### src/hw/rtl/word_mask_filter_unit_assert.svh
// Assertion macros used by the word mask filter window engine.
// Expects clk and rst_n in the scope of each use.
`ifndef WORD_MASK_FILTER_UNIT_ASSERT_SVH
`define WORD_MASK_FILTER_UNIT_ASSERT_SVH

// Property that holds at every clock edge out of reset
`define WMF_ASSERT_HOLDS(label, prop, msg) \
    label: assert property (@(posedge clk) disable iff (!rst_n) (prop)) else $error(msg);

// Same-cycle implication
`define WMF_ASSERT_IMPLIES(label, ante, cons, msg) \
    label: assert property (@(posedge clk) disable iff (!rst_n) (ante) |-> (cons)) \
        else $error(msg);

// Next-cycle implication
`define WMF_ASSERT_NEXT(label, ante, cons, msg) \
    label: assert property (@(posedge clk) disable iff (!rst_n) (ante) |=> (cons)) \
        else $error(msg);

`endif

### src/hw/rtl/wmf_pkg.sv
// Shared types, constants and character helpers of the word mask filter.
// No dependencies.
package wmf_pkg;

    localparam int CHAR_W              = 8;
    localparam int LEN_W               = 5;
    localparam int CFG_DATA_W          = 64;
    localparam int CFG_IDX_W           = 2;
    localparam int PATTERN_BYTES       = 16;
    localparam int MAX_PATTERN_DEFAULT = 16;
    localparam int FIFO_DEPTH          = 4;
    localparam int QPTR_W              = $clog2(FIFO_DEPTH);
    localparam int QCNT_W              = $clog2(FIFO_DEPTH + 1);

    localparam logic [CHAR_W-1:0] ASTERISK    = 8'h2A;
    localparam logic [CHAR_W-1:0] CASE_OFFSET = 8'd32;
    localparam logic [CHAR_W-1:0] UPPER_A     = 8'h41;
    localparam logic [CHAR_W-1:0] UPPER_Z     = 8'h5A;
    localparam logic [CHAR_W-1:0] LOWER_A     = 8'h61;
    localparam logic [CHAR_W-1:0] LOWER_Z     = 8'h7A;

    typedef enum logic [CFG_IDX_W-1:0] {
        REG_PATTERN_LENGTH = 2'd0,
        REG_PATTERN_LOW    = 2'd1,
        REG_PATTERN_HIGH   = 2'd2,
        REG_WORD_MODE      = 2'd3
    } cfg_reg_t;

    // One classified text item as it sits in the queue
    typedef struct packed {
        logic [CHAR_W-1:0] ch;
        logic              is_letter;
        logic              last;
    } wmf_item_t;

    typedef struct packed {
        logic                            full;
        logic                            empty;
    } wmf_q_stat_t;

    typedef struct packed {
        logic [LEN_W-1:0]                pattern_length;
        logic [PATTERN_BYTES*CHAR_W-1:0] pattern;
        logic                            word_mode;
    } wmf_cfg_t;

    function automatic logic char_is_letter(input logic [CHAR_W-1:0] c);
        return ((c >= LOWER_A) && (c <= LOWER_Z)) || ((c >= UPPER_A) && (c <= UPPER_Z));
    endfunction

    function automatic logic [CHAR_W-1:0] fold_case(input logic [CHAR_W-1:0] c);
        return ((c >= UPPER_A) && (c <= UPPER_Z)) ? c + CASE_OFFSET : c;
    endfunction

endpackage

### src/hw/rtl/wmf_if.sv
// Valid/ready stream interfaces for text going into and out of the filter.
// No dependencies.
interface wmf_in_if;
    logic       valid;
    logic       ready;
    logic [7:0] char_in;
    logic       last_in;

    modport source (output valid, output char_in, output last_in, input ready);
    modport sink   (input valid, input char_in, input last_in, output ready);
endinterface

interface wmf_out_if;
    logic       valid;
    logic       ready;
    logic [7:0] char_out;
    logic       last_out;

    modport source (output valid, output char_out, output last_out, input ready);
    modport sink   (input valid, input char_out, input last_out, output ready);
endinterface

### src/hw/rtl/wmf_front.sv
// Front end: takes text items, folds case, tags letters and pushes them to the queue.
// Depends on wmf_pkg and wmf_in_if.
module wmf_front import wmf_pkg::*;
(
    wmf_in_if.sink      text,
    input  wmf_q_stat_t q_stat,
    output logic        push,
    output wmf_item_t   push_item
);

    logic [CHAR_W-1:0] folded;

    assign folded     = fold_case(text.char_in);
    assign text.ready = !q_stat.full;
    assign push       = text.valid && !q_stat.full;

    always_comb
    begin
        push_item.ch        = folded;
        push_item.is_letter = char_is_letter(folded);
        push_item.last      = text.last_in;
    end

endmodule

### src/hw/rtl/wmf_queue.sv
// Short item queue between the front end and the window engine.
// Depends on wmf_pkg.
module wmf_queue import wmf_pkg::*;
(
    input  logic        clk,
    input  logic        rst_n,
    input  logic        push,
    input  wmf_item_t   push_item,
    input  logic        pop,
    output wmf_item_t   head,
    output wmf_q_stat_t q_stat
);

    wmf_item_t          slot_reg [FIFO_DEPTH];
    logic [QPTR_W-1:0]  wr_ptr_reg, wr_ptr_next;
    logic [QPTR_W-1:0]  rd_ptr_reg, rd_ptr_next;
    logic [QCNT_W-1:0]  count_reg, count_next;

    assign head         = slot_reg[rd_ptr_reg];
    assign q_stat.full  = (count_reg == QCNT_W'(FIFO_DEPTH));
    assign q_stat.empty = (count_reg == '0);

    always_comb
    begin
        wr_ptr_next = push ? wr_ptr_reg + QPTR_W'(1) : wr_ptr_reg;
        rd_ptr_next = pop  ? rd_ptr_reg + QPTR_W'(1) : rd_ptr_reg;
        count_next  = count_reg;
        if (push && !pop)
        begin
            count_next = count_reg + QCNT_W'(1);
        end
        else if (pop && !push)
        begin
            count_next = count_reg - QCNT_W'(1);
        end
    end

    always_ff @(posedge clk or negedge rst_n)
    begin
        if (!rst_n)
        begin
            wr_ptr_reg <= '0;
            rd_ptr_reg <= '0;
            count_reg  <= '0;
        end
        else
        begin
            wr_ptr_reg <= wr_ptr_next;
            rd_ptr_reg <= rd_ptr_next;
            count_reg  <= count_next;
        end
    end

    always_ff @(posedge clk)
    begin
        if (push)
        begin
            slot_reg[wr_ptr_reg] <= push_item;
        end
    end

endmodule

### src/hw/rtl/wmf_back.sv
// Window engine: holds the pattern window, compares, masks and emits items.
// Depends on wmf_pkg, wmf_out_if and the assertion macros.
`include "word_mask_filter_unit_assert.svh"

module wmf_back import wmf_pkg::*;
#(
    parameter int MAX_PATTERN = MAX_PATTERN_DEFAULT
)
(
    input  logic        clk,
    input  logic        rst_n,
    input  wmf_cfg_t    cfg,
    input  wmf_item_t   head,
    input  wmf_q_stat_t q_stat,
    output logic        pop,
    wmf_out_if.source   masked
);

    localparam int WinDepth = (MAX_PATTERN < PATTERN_BYTES) ? MAX_PATTERN : PATTERN_BYTES;
    localparam int FillW    = $clog2(WinDepth + 1);
    localparam int IdxW     = (WinDepth > 1) ? $clog2(WinDepth) : 1;

    logic [CHAR_W-1:0] win_reg  [WinDepth];
    logic [CHAR_W-1:0] win_next [WinDepth];
    logic [CHAR_W-1:0] win_up   [WinDepth];
    logic [FillW-1:0]  fill_reg, fill_next;
    logic              prior_reg, prior_next;
    logic              flush_reg, flush_next;
    logic              out_valid_reg, out_valid_next;
    logic [CHAR_W-1:0] out_char_reg, out_char_next;
    logic              out_last_reg, out_last_next;

    logic [FillW-1:0]  act_len;
    logic [WinDepth-1:0] win_eq;
    logic              head_valid;
    logic              can_emit;
    logic              next_letter;
    logic              window_full;
    logic              match;
    logic              emit;
    logic [CHAR_W-1:0] emit_char;
    logic              emit_last;
    logic              do_shift;
    logic              do_append;
    logic              use_mask;
    logic [IdxW-1:0]   wr_idx;
    logic [FillW-1:0]  len_minus_one;

    // Saturate the configured length to what the window can hold
    assign act_len = (cfg.pattern_length > LEN_W'(WinDepth)) ?
                     FillW'(WinDepth) : FillW'(cfg.pattern_length);
    assign len_minus_one = act_len - FillW'(1);

    assign head_valid  = !q_stat.empty;
    assign can_emit    = !out_valid_reg || masked.ready;
    assign next_letter = flush_reg ? 1'b0 : head.is_letter;
    assign window_full = (act_len != '0) && (fill_reg == act_len);

    always_comb
    begin
        for (int k = 0; k < WinDepth; k++)
        begin
            win_eq[k] = (FillW'(k) >= act_len) ||
                        (win_reg[k] == cfg.pattern[CHAR_W*k +: CHAR_W]);
        end
    end

    assign match = window_full && (&win_eq) &&
                   !(cfg.word_mode && (next_letter || prior_reg));

    // Shifted view of the window, oldest byte dropped
    for (genvar g = 0; g < WinDepth; g++)
    begin : g_up
        if (g < WinDepth - 1)
        begin : g_mid
            assign win_up[g] = win_reg[g+1];
        end
        else
        begin : g_top
            assign win_up[g] = win_reg[g];
        end
    end

    always_comb
    begin
        fill_next  = fill_reg;
        prior_next = prior_reg;
        flush_next = flush_reg;
        pop        = 1'b0;
        emit       = 1'b0;
        emit_char  = win_reg[0];
        emit_last  = 1'b0;
        do_shift   = 1'b0;
        do_append  = 1'b0;
        use_mask   = 1'b0;
        wr_idx     = fill_reg[IdxW-1:0];

        if (flush_reg)
        begin
            // Drain the window after the final item
            if (can_emit)
            begin
                emit      = 1'b1;
                use_mask  = 1'b1;
                do_shift  = 1'b1;
                emit_last = (fill_reg == FillW'(1));
                fill_next = fill_reg - FillW'(1);
            end
        end
        else if (head_valid)
        begin
            if (fill_reg > act_len)
            begin
                // Length was lowered: drop excess bytes out unmasked first
                if (can_emit)
                begin
                    emit      = 1'b1;
                    do_shift  = 1'b1;
                    fill_next = fill_reg - FillW'(1);
                end
            end
            else if (act_len == '0)
            begin
                if (can_emit)
                begin
                    emit      = 1'b1;
                    emit_char = head.ch;
                    emit_last = head.last;
                    pop       = 1'b1;
                end
            end
            else if (fill_reg == act_len)
            begin
                if (can_emit)
                begin
                    emit       = 1'b1;
                    use_mask   = 1'b1;
                    do_shift   = 1'b1;
                    do_append  = 1'b1;
                    wr_idx     = len_minus_one[IdxW-1:0];
                    pop        = 1'b1;
                    flush_next = head.last;
                end
            end
            else
            begin
                do_append  = 1'b1;
                fill_next  = fill_reg + FillW'(1);
                pop        = 1'b1;
                flush_next = head.last;
            end
        end

        if (use_mask && match)
        begin
            emit_char = ASTERISK;
        end

        if (emit)
        begin
            if (act_len == '0 && !flush_reg && !(fill_reg > act_len))
            begin
                prior_next = head.last ? 1'b0 : head.is_letter;
            end
            else
            begin
                prior_next = char_is_letter(emit_char);
            end
        end

        // Final byte of the flush closes the text
        if (flush_reg && emit && emit_last)
        begin
            flush_next = 1'b0;
            prior_next = 1'b0;
        end
    end

    always_comb
    begin
        for (int k = 0; k < WinDepth; k++)
        begin
            if (do_append && (IdxW'(k) == wr_idx))
            begin
                win_next[k] = head.ch;
            end
            else if (do_shift && use_mask && match)
            begin
                win_next[k] = ASTERISK;
            end
            else if (do_shift)
            begin
                win_next[k] = win_up[k];
            end
            else
            begin
                win_next[k] = win_reg[k];
            end
        end
    end

    always_comb
    begin
        out_valid_next = out_valid_reg;
        out_char_next  = out_char_reg;
        out_last_next  = out_last_reg;
        if (emit)
        begin
            out_valid_next = 1'b1;
            out_char_next  = emit_char;
            out_last_next  = emit_last;
        end
        else if (masked.ready)
        begin
            out_valid_next = 1'b0;
        end
    end

    always_ff @(posedge clk or negedge rst_n)
    begin
        if (!rst_n)
        begin
            fill_reg      <= '0;
            prior_reg     <= 1'b0;
            flush_reg     <= 1'b0;
            out_valid_reg <= 1'b0;
        end
        else
        begin
            fill_reg      <= fill_next;
            prior_reg     <= prior_next;
            flush_reg     <= flush_next;
            out_valid_reg <= out_valid_next;
        end
    end

    always_ff @(posedge clk)
    begin
        win_reg      <= win_next;
        out_char_reg <= out_char_next;
        out_last_reg <= out_last_next;
    end

    assign masked.valid    = out_valid_reg;
    assign masked.char_out = out_char_reg;
    assign masked.last_out = out_last_reg;

    `WMF_ASSERT_HOLDS(a_fill_bound, fill_reg <= FillW'(WinDepth), "window fill beyond depth")
    `WMF_ASSERT_IMPLIES(a_flush_nonempty, flush_reg, fill_reg != '0, "flush on empty window")
    `WMF_ASSERT_IMPLIES(a_no_pop_in_flush, flush_reg, !pop, "item taken during flush")
    `WMF_ASSERT_NEXT(a_flush_end, flush_reg && emit && emit_last, !flush_reg && !prior_reg, "flush did not close text")

endmodule

### src/hw/rtl/word_mask_filter_unit.sv
// Word mask filter top level: configuration registers, front end, queue, window engine.
// A result is registered and presented in the cycle after the item that releases it is taken.
// Throughput: one item per cycle while the receiver is ready; a final item then drains the window at one item per
// cycle with input held, and a lowered length drains the excess likewise.
// Reset clears control state and the pattern registers and sets word mode; window contents stay undefined, no sweep.
module word_mask_filter_unit import wmf_pkg::*;
#(
    parameter int MAX_PATTERN = MAX_PATTERN_DEFAULT
)
(
    input  logic                  clk,
    input  logic                  rst_n,
    wmf_in_if.sink                text,
    wmf_out_if.source             masked,
    input  logic                  cfg_wr_en,
    input  logic [CFG_IDX_W-1:0]  cfg_index,
    input  logic [CFG_DATA_W-1:0] cfg_data
);

    logic [LEN_W-1:0]      pattern_length_reg;
    logic [CFG_DATA_W-1:0] pattern_low_reg;
    logic [CFG_DATA_W-1:0] pattern_high_reg;
    logic                  word_mode_reg;

    wmf_cfg_t    cfg;
    wmf_q_stat_t q_stat;
    wmf_item_t   push_item;
    wmf_item_t   head;
    logic        push;
    logic        pop;

    always_ff @(posedge clk or negedge rst_n)
    begin
        if (!rst_n)
        begin
            pattern_length_reg <= '0;
            pattern_low_reg    <= '0;
            pattern_high_reg   <= '0;
            word_mode_reg      <= 1'b1;
        end
        else if (cfg_wr_en)
        begin
            case (cfg_index)
                REG_PATTERN_LENGTH: pattern_length_reg <= cfg_data[LEN_W-1:0];
                REG_PATTERN_LOW:    pattern_low_reg    <= cfg_data;
                REG_PATTERN_HIGH:   pattern_high_reg   <= cfg_data;
                REG_WORD_MODE:      word_mode_reg      <= cfg_data[0];
                default:            ;
            endcase
        end
    end

    always_comb
    begin
        cfg.pattern_length = pattern_length_reg;
        cfg.pattern        = {pattern_high_reg, pattern_low_reg};
        cfg.word_mode      = word_mode_reg;
    end

    wmf_front u_front (
        .text      (text),
        .q_stat    (q_stat),
        .push      (push),
        .push_item (push_item)
    );

    wmf_queue u_queue (
        .clk       (clk),
        .rst_n     (rst_n),
        .push      (push),
        .push_item (push_item),
        .pop       (pop),
        .head      (head),
        .q_stat    (q_stat)
    );

    wmf_back #(
        .MAX_PATTERN (MAX_PATTERN)
    ) u_back (
        .clk    (clk),
        .rst_n  (rst_n),
        .cfg    (cfg),
        .head   (head),
        .q_stat (q_stat),
        .pop    (pop),
        .masked (masked)
    );

endmodule

### src/flat_wrapper.sv
// flat-port wrapper written by rule: the top's interface ports become plain ports
module word_mask_filter_unit_flat import wmf_pkg::*;
#(
    parameter int MAX_PATTERN = MAX_PATTERN_DEFAULT
)
  (clk, rst_n, cfg_wr_en, cfg_index, cfg_data, text_valid, text_char_in, text_last_in, text_ready, masked_valid, masked_char_out, masked_last_out, masked_ready);
  wmf_in_if text_i ();
  wmf_out_if masked_i ();
  input  logic clk;
  input  logic rst_n;
  input  logic cfg_wr_en;
  input  logic [CFG_IDX_W-1:0] cfg_index;
  input  logic [CFG_DATA_W-1:0] cfg_data;
  input wire logic [$bits(text_i.valid)-1:0] text_valid;
  input wire logic [$bits(text_i.char_in)-1:0] text_char_in;
  input wire logic [$bits(text_i.last_in)-1:0] text_last_in;
  output wire logic [$bits(text_i.ready)-1:0] text_ready;
  output wire logic [$bits(masked_i.valid)-1:0] masked_valid;
  output wire logic [$bits(masked_i.char_out)-1:0] masked_char_out;
  output wire logic [$bits(masked_i.last_out)-1:0] masked_last_out;
  input wire logic [$bits(masked_i.ready)-1:0] masked_ready;
  assign text_i.valid = text_valid;
  assign text_i.char_in = text_char_in;
  assign text_i.last_in = text_last_in;
  assign text_ready = text_i.ready;
  assign masked_valid = masked_i.valid;
  assign masked_char_out = masked_i.char_out;
  assign masked_last_out = masked_i.last_out;
  assign masked_i.ready = masked_ready;
  word_mask_filter_unit #(.MAX_PATTERN(MAX_PATTERN)) u_core (.clk(clk), .rst_n(rst_n), .text(text_i), .masked(masked_i), .cfg_wr_en(cfg_wr_en), .cfg_index(cfg_index), .cfg_data(cfg_data));
endmodule
### config.mk
export PLATFORM = sky130hd
export DESIGN_NAME = word_mask_filter_unit_flat
export DESIGN_NICKNAME = d
export VERILOG_FILES = /design/src/hw/rtl/wmf_pkg.sv /design/src/hw/rtl/wmf_if.sv /design/src/hw/rtl/wmf_front.sv /design/src/hw/rtl/wmf_queue.sv /design/src/hw/rtl/wmf_back.sv /design/src/hw/rtl/word_mask_filter_unit.sv /design/src/flat_wrapper.sv
export VERILOG_INCLUDE_DIRS = /design/src /design/src/hw/rtl
export SDC_FILE = /design/constraint.sdc
export NUM_CORES = 1
export LEC_CHECK = 0
export BUFFER_PORTS_ARGS = -buffer_cell sky130_fd_sc_hd__buf_2
export CAP_MARGIN = 20
export CELL_PAD_IN_SITES_DETAIL_PLACEMENT = 1
export CELL_PAD_IN_SITES_GLOBAL_PLACEMENT = 1
export CORE_MARGIN = 3
export CORE_UTILIZATION = 45
export CTS_CLUSTER_DIAMETER = 60
export DETAILED_ROUTE_END_ITERATION = 8
export HOLD_SLACK_MARGIN = 0.12
export PLACE_DENSITY_LB_ADDON = 0.05
export SETUP_SLACK_MARGIN = 0.4
export SLEW_MARGIN = 40
export SYNTH_ARGS = -nofsm -noshare
export SYNTH_HDL_FRONTEND = slang
export SYNTH_SLANG_ARGS = --single-unit
### constraint.sdc
create_clock -name clk -period 3.45 [get_ports clk]
set_input_delay 0.345 -clock clk [delete_from_list [all_inputs] [get_ports clk]]
set_output_delay 0.345 -clock clk [all_outputs]
set_load 0.03 [all_outputs]
==> Implementation_results.wiki <==
{| class="wikitable"
! Metric !! Value
|-
| Antenna violations before repair || 0
|-
| Async set or reset register ratio after synthesis || 45.7%
|-
| Startpoint types || flip-flop
|-
| Violation count after the first detailed-route iteration || 734
|-
| Maximum count of clock buffers along a single path || 3
|-
| Clock tree from TritonCTS || yes
|-
| Mapped Nets || 1,325
|-
| Maximum number of pins on one net before global-route repair || 69
|-
| Final wirelength || 45,500 um
|-
| Internal reg-to-reg setup slack || about 400 ps
|-
| Row count || between 60 and 70
|-
| Residual DRC count || 0
|-
| Count of different cell masters after synthesis || 71
|-
| Count of buffers from port buffering || 90
|-
| Via count normalized by instance count || 5.65
|-
| Final setup violation count || 0
|-
| Fin area || 19,300 sq um
|-
| Flip-flop count of the largest register after layout || 128
|-
| Endpoint of the most critical register-to-register path || u_core.u_back.win_reg[83]
|-
| Area of the multi-input gates || 6530 sq um
|-
| Sequential cell area || 9040 sq um
|-
| Run status || complete, no violations
|-
| Post-Syn Instances || 1,225
|-
| Final critical path time including I/O delays and setup || ~3000 ps
|-
| Number of vias after detailed routing || 10,900
|-
| Setup tns final || 0 ps
|-
| Leak pwr || 0.00788 uW
|-
| Top-level I/O count || 91
|-
| Worst hold path class || input port to flip-flop
|-
| Setup repair after global routing missed its margin || true
|-
| Cell area after synthesis || 15,700 sq um
|-
| Final Util || 56.9%
|-
| Number of iterations in the first detailed-routing pass || 5
|-
| Placed cell count || 1,767
|-
| Most common library cell in the layout ignoring fill and taps || sky130_fd_sc_hd__edfxtp_1
|-
| Growth of design area from synthesis to finish || 23.0%
|-
| Max Fclk || roughly 330 MHz
|-
| Clock net sink count || 326
|-
| Std-Cell Core Area || between 30,000 and 40,000 sq um
|-
| Initial standard-cell utilization of the core || 46.2%
|-
| Total CTS buffers || 38
|-
| Max-capacitance violation count || 0
|-
| Clk slew on worst S/H paths || ~60 ps
|-
| Critical path endpoint category || flip-flop
|-
| Die outline width || 193 um
|-
| Count of flip-flops with a built-in enable after synthesis || 177
|-
| CTS root buf || sky130_fd_sc_hd__clkbuf_16
|-
| Post-layout net count || 1,551
|-
| Final RePlAce weighted congestion || 0.887
|-
| Global route total overflow || 0
|-
| Termination of the worst setup path || u_core.u_back.win_reg[83]
|-
| Overall die height || 193 um
|-
| Reg2Reg Depth || 11
|-
| Share of post-route cells with drive strength above 1 || 29.9%
|-
| Beginning of the worst register-to-register path || u_core.pattern_length_reg[4]
|-
| Total Routing Usage GR || approximately a quarter
|-
| Worst-case vdd ir drop || 407 uV
|-
| Final HPWL from detailed placement || 30,800 um
|-
| Synth Area per Inst || between 10 and 15 sq um
|-
| Power per cell area || 743 nW/um^2
|-
| Final critical-path share of the clock period || between 80% and 90%
|-
| Count of H-tree levels built during CTS || 2
|-
| Slew at the pin with the worst max-slew slack || about 750 ps
|-
| Total die area || ~37,000 sq um
|-
| Count of synthesis-stage warnings from yosys || 0
|-
| Req. time, crit path || 3750 ps
|-
| CP Data Arrival Time || 3340 ps
|-
| Max-slew violation count || 0
|-
| Post-placement cell area || between 15,000 and 20,000 sq um
|-
| Worst Clk Skew || 19.9 ps
|-
| Post-route non-filler standard cell count || 1,928
|-
| Antenna-violating nets left || 0
|-
| Prevailing post-synth register cell || sky130_fd_sc_hd__edfxtp_1
|-
| Endpoints failing hold || 0
|-
| Vias in the first global route || 11,400
|-
| Highest-count cells in the layout ignoring fill and taps || 177 x sky130_fd_sc_hd__edfxtp_1, 148 x sky130_fd_sc_hd__dfrtp_1, 139 x sky130_fd_sc_hd__mux2_2
|-
| Critical path peak fanout || 8
|-
| Routed len/inst || 23.6 um
|-
| Post-layout total power || 14,400 uW
|-
| Number of inserted diodes || 0
|-
| Worst Setup SP || u_core.pattern_length_reg[4]
|-
| Register bit count reported by yosys || 326
|-
| Post-synthesis sequential area ratio || between 50% and 60%
|-
| Worst relative slew slack || 49.7%
|-
| WS Path Type || flip-flop to flip-flop
|-
| Number of fillers in the final layout || 3,371
|-
| First-pass GRT wire length || 68,700 um
|-
| Clock latency on the worst-skew pair || 550 ps
|}
worst min path at each step:
stage / cells after the start / slack, ps / end / from
floorplan: 0 / 50 / u_core.pattern_high_reg[0] / rst_n
global placement: 1 / 350 / u_core.pattern_high_reg[6] / rst_n
detailed placement: 1 / 350 / u_core.pattern_high_reg[6] / rst_n
CTS: 2 / 130 / u_core.pattern_high_reg[1] / cfg_data[1]
global route: 2 / 140 / u_core.pattern_high_reg[1] / cfg_data[1]
finish: 2 / 140 / u_core.pattern_high_reg[1] / cfg_data[1]
per-layer routing:
metal  GRT usage, %  share of wire [%]  wire length (um)  vias to the layer above
li1               -                  -                 -                     5011
met1           33.0                 44             20200                     5598
met2           42.3                 50             22700                      231
met3           4.05                4.3              1940                       49
met4           4.85                1.5               678                        0
met5              0                  0                 0                        -
synthesized netlist by cell type (all sizes together), types with 17 or more instances:
library cell  number  area share [%]
edfxtp           177              34
dfrtp            148              24
mux2             141              10
nand2            120             2.9
xor2             117             6.5
o22ai             76             3.0
nand2b            52             2.1
o22a              45             2.5
clkbuf            35            0.84
nor2              34            0.92
buf               30            0.95
nand4             30             1.3
nor4              29             1.2
xnor2             23             1.3
ha                19             1.5
a21oi             17            0.54
through the flow:
| step | setup slack (ps) | hold slack (ps) |
|---|---|---|
| floorplan | 374 | 49.4 |
| global route | 307 | 139 |
| detailed placement | 30.2 | 348 |
| global placement | 261 | 346 |
| CTS | 395 | 125 |
| finish | 409 | 144 |
worst max-delay path, stage by stage, from the launching register on:
cell and delay (ps):
sky130_fd_sc_hd__dfrtp_1 440, sky130_fd_sc_hd__and2b_2 290, sky130_fd_sc_hd__inv_4 70, sky130_fd_sc_hd__ha_4 120, sky130_fd_sc_hd__or4b_4 510, sky130_fd_sc_hd__nand3_4 180, sky130_fd_sc_hd__nor2_8 90, sky130_fd_sc_hd__mux2_4 370
sky130_fd_sc_hd__nand4_1 230, sky130_fd_sc_hd__buf_2 240, sky130_fd_sc_hd__nand2b_1 70, sky130_fd_sc_hd__o22a_1 180
cell families (layout without fill, tap and decap cells):
| logic type | count (synthesis) | after routing | share of synthesized area, % |
|---|---|---|---|
| flip-flops | 326 | 326 | 57.6 |
| multiplexers | 157 | 157 | 11.8 |
| XOR/XNOR | 140 | 140 | 7.81 |
| adder cells (fa/ha/maj) | 20 | 20 | 1.64 |
| AO/OA/AOI/OAI | 192 | 192 | 8.65 |
| buffers and inverters | 78 | 333 | 2.10 |
| AND/OR/NAND/NOR | 312 | 312 | 10.4 |
layout make-up:
cell class	count	area share, %
repair buffers	251	10.0
clock inverters	13	0.376
well taps	448	2.90
clock buffers	56	5.75
flip-flops and latches	326	46.8
inverters	13	0.279
multi-input cells	821	33.8
where the power goes:
group / internal [uW] / switching, uW / total (uW)
logic: 1790 / 2630 / 4420
registers: 5270 / 809 / 6080
clock network: 2240 / 1610 / 3850
timing repair:
item                                   in CTS  in global routing
gates cloned                                0                  2
resized for setup                          16                 35
endpoints found under the hold margin     203                  0
hold buffers                               68                  0
setup buffers                              11                 11
setup endpoints to repair                 261                245
pin swaps                                   7                  9
No activity file was read; power rests on OpenSTA's default activity.
